--- src/qcoa_mul.sv ---
// Two-stage unsigned multiplier built from four half-width partial products.
`timescale 1ns / 1ps

module qcoa_mul #(
    parameter int AW = 33,
    parameter int BW = 33
) (
    input  logic            i_clk,
    input  logic            i_en,
    input  logic [AW-1:0]   i_a,
    input  logic [BW-1:0]   i_b,
    output logic [AW+BW-1:0] o_p
);

    localparam int LA = (AW + 1) / 2;
    localparam int HA = AW - LA;
    localparam int LB = (BW + 1) / 2;
    localparam int HB = BW - LB;
    localparam int PW = AW + BW;

    logic [LA+LB-1:0] r_ll;
    logic [LA+HB-1:0] r_lh;
    logic [HA+LB-1:0] r_hl;
    logic [HA+HB-1:0] r_hh;
    logic [PW-1:0]    r_p;

    // Form the four partial products
    always_ff @(posedge i_clk) begin
        if (i_en) begin
            r_ll <= (LA+LB)'(i_a[LA-1:0]) * (LA+LB)'(i_b[LB-1:0]);
            r_lh <= (LA+HB)'(i_a[LA-1:0]) * (LA+HB)'(i_b[BW-1:LB]);
            r_hl <= (HA+LB)'(i_a[AW-1:LA]) * (HA+LB)'(i_b[LB-1:0]);
            r_hh <= (HA+HB)'(i_a[AW-1:LA]) * (HA+HB)'(i_b[BW-1:LB]);
        end
    end

    // Align and sum the partial products
    always_ff @(posedge i_clk) begin
        if (i_en) begin
            r_p <= PW'(r_ll) + (PW'(r_lh) << LB) + (PW'(r_hl) << LA)
                 + (PW'(r_hh) << (LA + LB));
        end
    end

    assign o_p = r_p;

endmodule

--- config.mk ---
export PLATFORM = sky130hd
export DESIGN_NAME = qcoa_mul
export DESIGN_NICKNAME = d
export VERILOG_FILES = /design/src/qcoa_mul.sv
export SDC_FILE = /design/constraint.sdc
export NUM_CORES = 2
export LEC_CHECK = 0
export ABC_AREA = 1
export BUFFER_PORTS_ARGS = -buffer_cell sky130_fd_sc_hd__buf_2
export CAP_MARGIN = 20
export CORE_MARGIN = 3
export CORE_UTILIZATION = 62
export DETAILED_ROUTE_END_ITERATION = 10
export GPL_TIMING_DRIVEN = 0
export PLACE_DENSITY_LB_ADDON = 0.2
export SLEW_MARGIN = 20
export SYNTH_ARGS = -nofsm -noshare
export SYNTH_HDL_FRONTEND = slang
export SYNTH_SLANG_ARGS = --single-unit
--- constraint.sdc ---
create_clock -name i_clk -period 17.1 [get_ports i_clk]
set_clock_uncertainty 0.05 [all_clocks]
set_input_delay 1.71 -clock i_clk [delete_from_list [all_inputs] [get_ports i_clk]]
set_output_delay 1.71 -clock i_clk [all_outputs]
set_load 0.03 [all_outputs]
==> run metrics <==
post-DP HPWL ~140000 um; die area between 80000 and 90000 um^2; Max Slew Vio Count 0; Final period util 0.4924; YS warnings 0; H-tree depth 4; Least-Margin Pin Slew 1248 ps; Post-synth EDFFs roughly 200; # DRC 0; P&R area growth vs syn 4.820%; synth unique cells 32; final worst slack slightly below 9000 ps; Inst Count DP around 7.5k; drt total wl between 150000 and 200000 um; gr usage total 0.4156; Tmin final 8420 ps; Mapped Cells between 6k and 7k; IO Count between 100 and 150; Hold Path Class flop to flop; DR iter-0 viols between 4k and 5k; Post-synth ARST share 0; post-CTS setup buffers 0; pin count of the biggest net entering global routing about 110; core area ~78000 um^2; cell row count approximately 100; layout cell share with drive strength beyond 1 0.02319; Sink Count 198; reg2reg path depth 13; root buf cell clkbuf_16; WL/cell about 22 um; Hold Vio Cnt, Final 0; synthesis-stage register bit count between 150 and 200; final setup fails 0; First-pass DRT Iterations 6; pre-CTS setup slack around 8500 ps; IO buf count 67; Setup crit start kind primary input; Mapped Avg Cell Area about 7.6 um^2; Final Wtd Congestion 1.057; critical path data required time 17200 ps; CTS tree yes; CTS Hold Bufs 0; Most used DFF post-synth edfxtp_1; CP Max Fanout 10; number of vias per cell 5.545; total grt overflow 0; worst skew pair latency 470 ps; fmax 118.8 MHz; initial antenna violation count 9; Critical Path Sink Type flop; RSZ-0062 raised after global routing no; sequential share of the synthesized area 0.1223; total CTS buffers 17; max_cap viols 0; Final #Nets between 7k and 8k; Arrival @ worst endpoint between 8000 and 9000 ps; synthesized area roughly 50000 um^2; final instance area 50940 um^2; DRT antenna net count 0; Max transition margin 0.1680; outcome finished clean; WHS Path Cells 0; commonest non-fill, non-tap cell in the layout nand2_1; CP Class primary input to flop; syn nets 7757; CTS clk-pin slew, worst paths 90 ps; first-pass GRT wire length between 200000 and 300000 um; most frequent cells in the layout 1917 x nand2_1, 1807 x inv_1, 868 x fa_1; cts repair resizes 0; die extent in x between 200 and 300 um; DR vias ~42k; setup TNS 0 ps; non-filler cells, final around 7.5k; Max Root-Sink Buffers 2; initial core utilization 0.6263; vias in the first global route around 43k; dpl cell area 50270 um^2; Die Y 286.0 um
[kinds of logic (layout without fill, tap and decap cells)]
logic type | after synthesis | count (layout) | share of synthesized area
and+or+nand+nor | 2407 | 2407 | 0.1965
buffers and inverters | 2078 | 2179 | 0.1605
DFF | 198 | 198 | 0.1223
other | 0 | 8 | 0
adders and majority gates | 1323 | 1323 | 0.4747
xor gates and xnor gates | 93 | 93 | 0.01676
AOI/OAI and AO/OA | 267 | 267 | 0.02922
[cells in the mapped netlist, types with 2 or more instances]
cell type / count / area share
nor3_1: 39 / 0.0040
o21a_1: 5 / 0.00077
nand2_1: 1917 / 0.15
and2_1: 3 / 0.00039
nor2_4: 3 / 0.00070
a21o_1: 11 / 0.0017
nor4_1: 2 / 0.00026
nand3_1: 146 / 0.015
nand3b_1: 8 / 0.0012
nand2_2: 13 / 0.0017
o21bai_1: 10 / 0.0015
a31oi_1: 2 / 0.00026
a21oi_1: 153 / 0.016
inv_1: 1807 / 0.14
nor2_2: 20 / 0.0026
clkbuf_1: 264 / 0.020
inv_2: 7 / 0.00054
nand3_2: 3 / 0.00062
ha_1: 455 / 0.12
o211ai_1: 4 / 0.00062
nor2_1: 208 / 0.016
nand4_1: 42 / 0.0054
edfxtp_1: 198 / 0.12
xnor2_1: 19 / 0.0034
xor2_1: 74 / 0.013
fa_1: 868 / 0.36
o21ai_0: 80 / 0.0082
[final cells by class]
class,count,area [um^2]
Buffer,264,992.2
Tap cell,1040,1301
Fill cell,6882,26650
Clock inverter,15,206.4
Inverter,1814,6809
Clock buffer,17,425.4
Multi-Input combinational cell,4090,34850
Sequential cell,198,5946
Antenna cell,8,20.02
Timing Repair Buffer,69,387.9
[flip-flops by register name (all words and copies together), names as in the netlist]
| name | flops |
|---|---|
| o_p | 66 |
| r_ll | 34 |
| r_hl | 33 |
| r_lh | 33 |
| r_hh | 32 |
[worst paths after layout]
kind                   endpoint               start  slack [ps]
max          r_lh[32]$_DFFE_PP_             i_b[18]        8680
min           o_p[10]$_DFFE_PP_  r_ll[10]$_DFFE_PP_         370
max reg2reg   o_p[54]$_DFFE_PP_  r_ll[18]$_DFFE_PP_       13920
min reg2reg   o_p[10]$_DFFE_PP_  r_ll[10]$_DFFE_PP_         370
[metrics by stage]
stage	hold WS, ps	utilization
after floorplan	350.3	-
after detailed placement	355.2	0.6479
after CTS	373.4	0.6561
after global placement	350.5	0.6474
final	371.6	0.6565
after global routing	379.1	0.6564
[per-layer routing]
layer	global-route usage	vias up	share of wire
met1	0.5453	20065	0.38
met3	0.1186	539	0.13
li1	-	18543	-
met2	0.6284	2516	0.43
met4	0.2207	6	0.064
met5	0	-	0.00023
[critical path, cell delays in order]
cell	delay [ps]
clkbuf_1	500
clkbuf_1	900
nand2_1	210
fa_1	570
fa_1	520
fa_1	510
inv_1	60
fa_1	500
fa_1	500
inv_1	50
fa_1	590
inv_1	90
ha_1	450
nand2_1	150
nor2_1	310
and2_1	170
nand2_1	50
nand2_1	200
nand2_1	120
nand3b_1	100
nand2_1	230
Power is left out: the tool's default activity adds up to more than one toggle a clock period on the data nets, which glitch-free logic cannot reach.
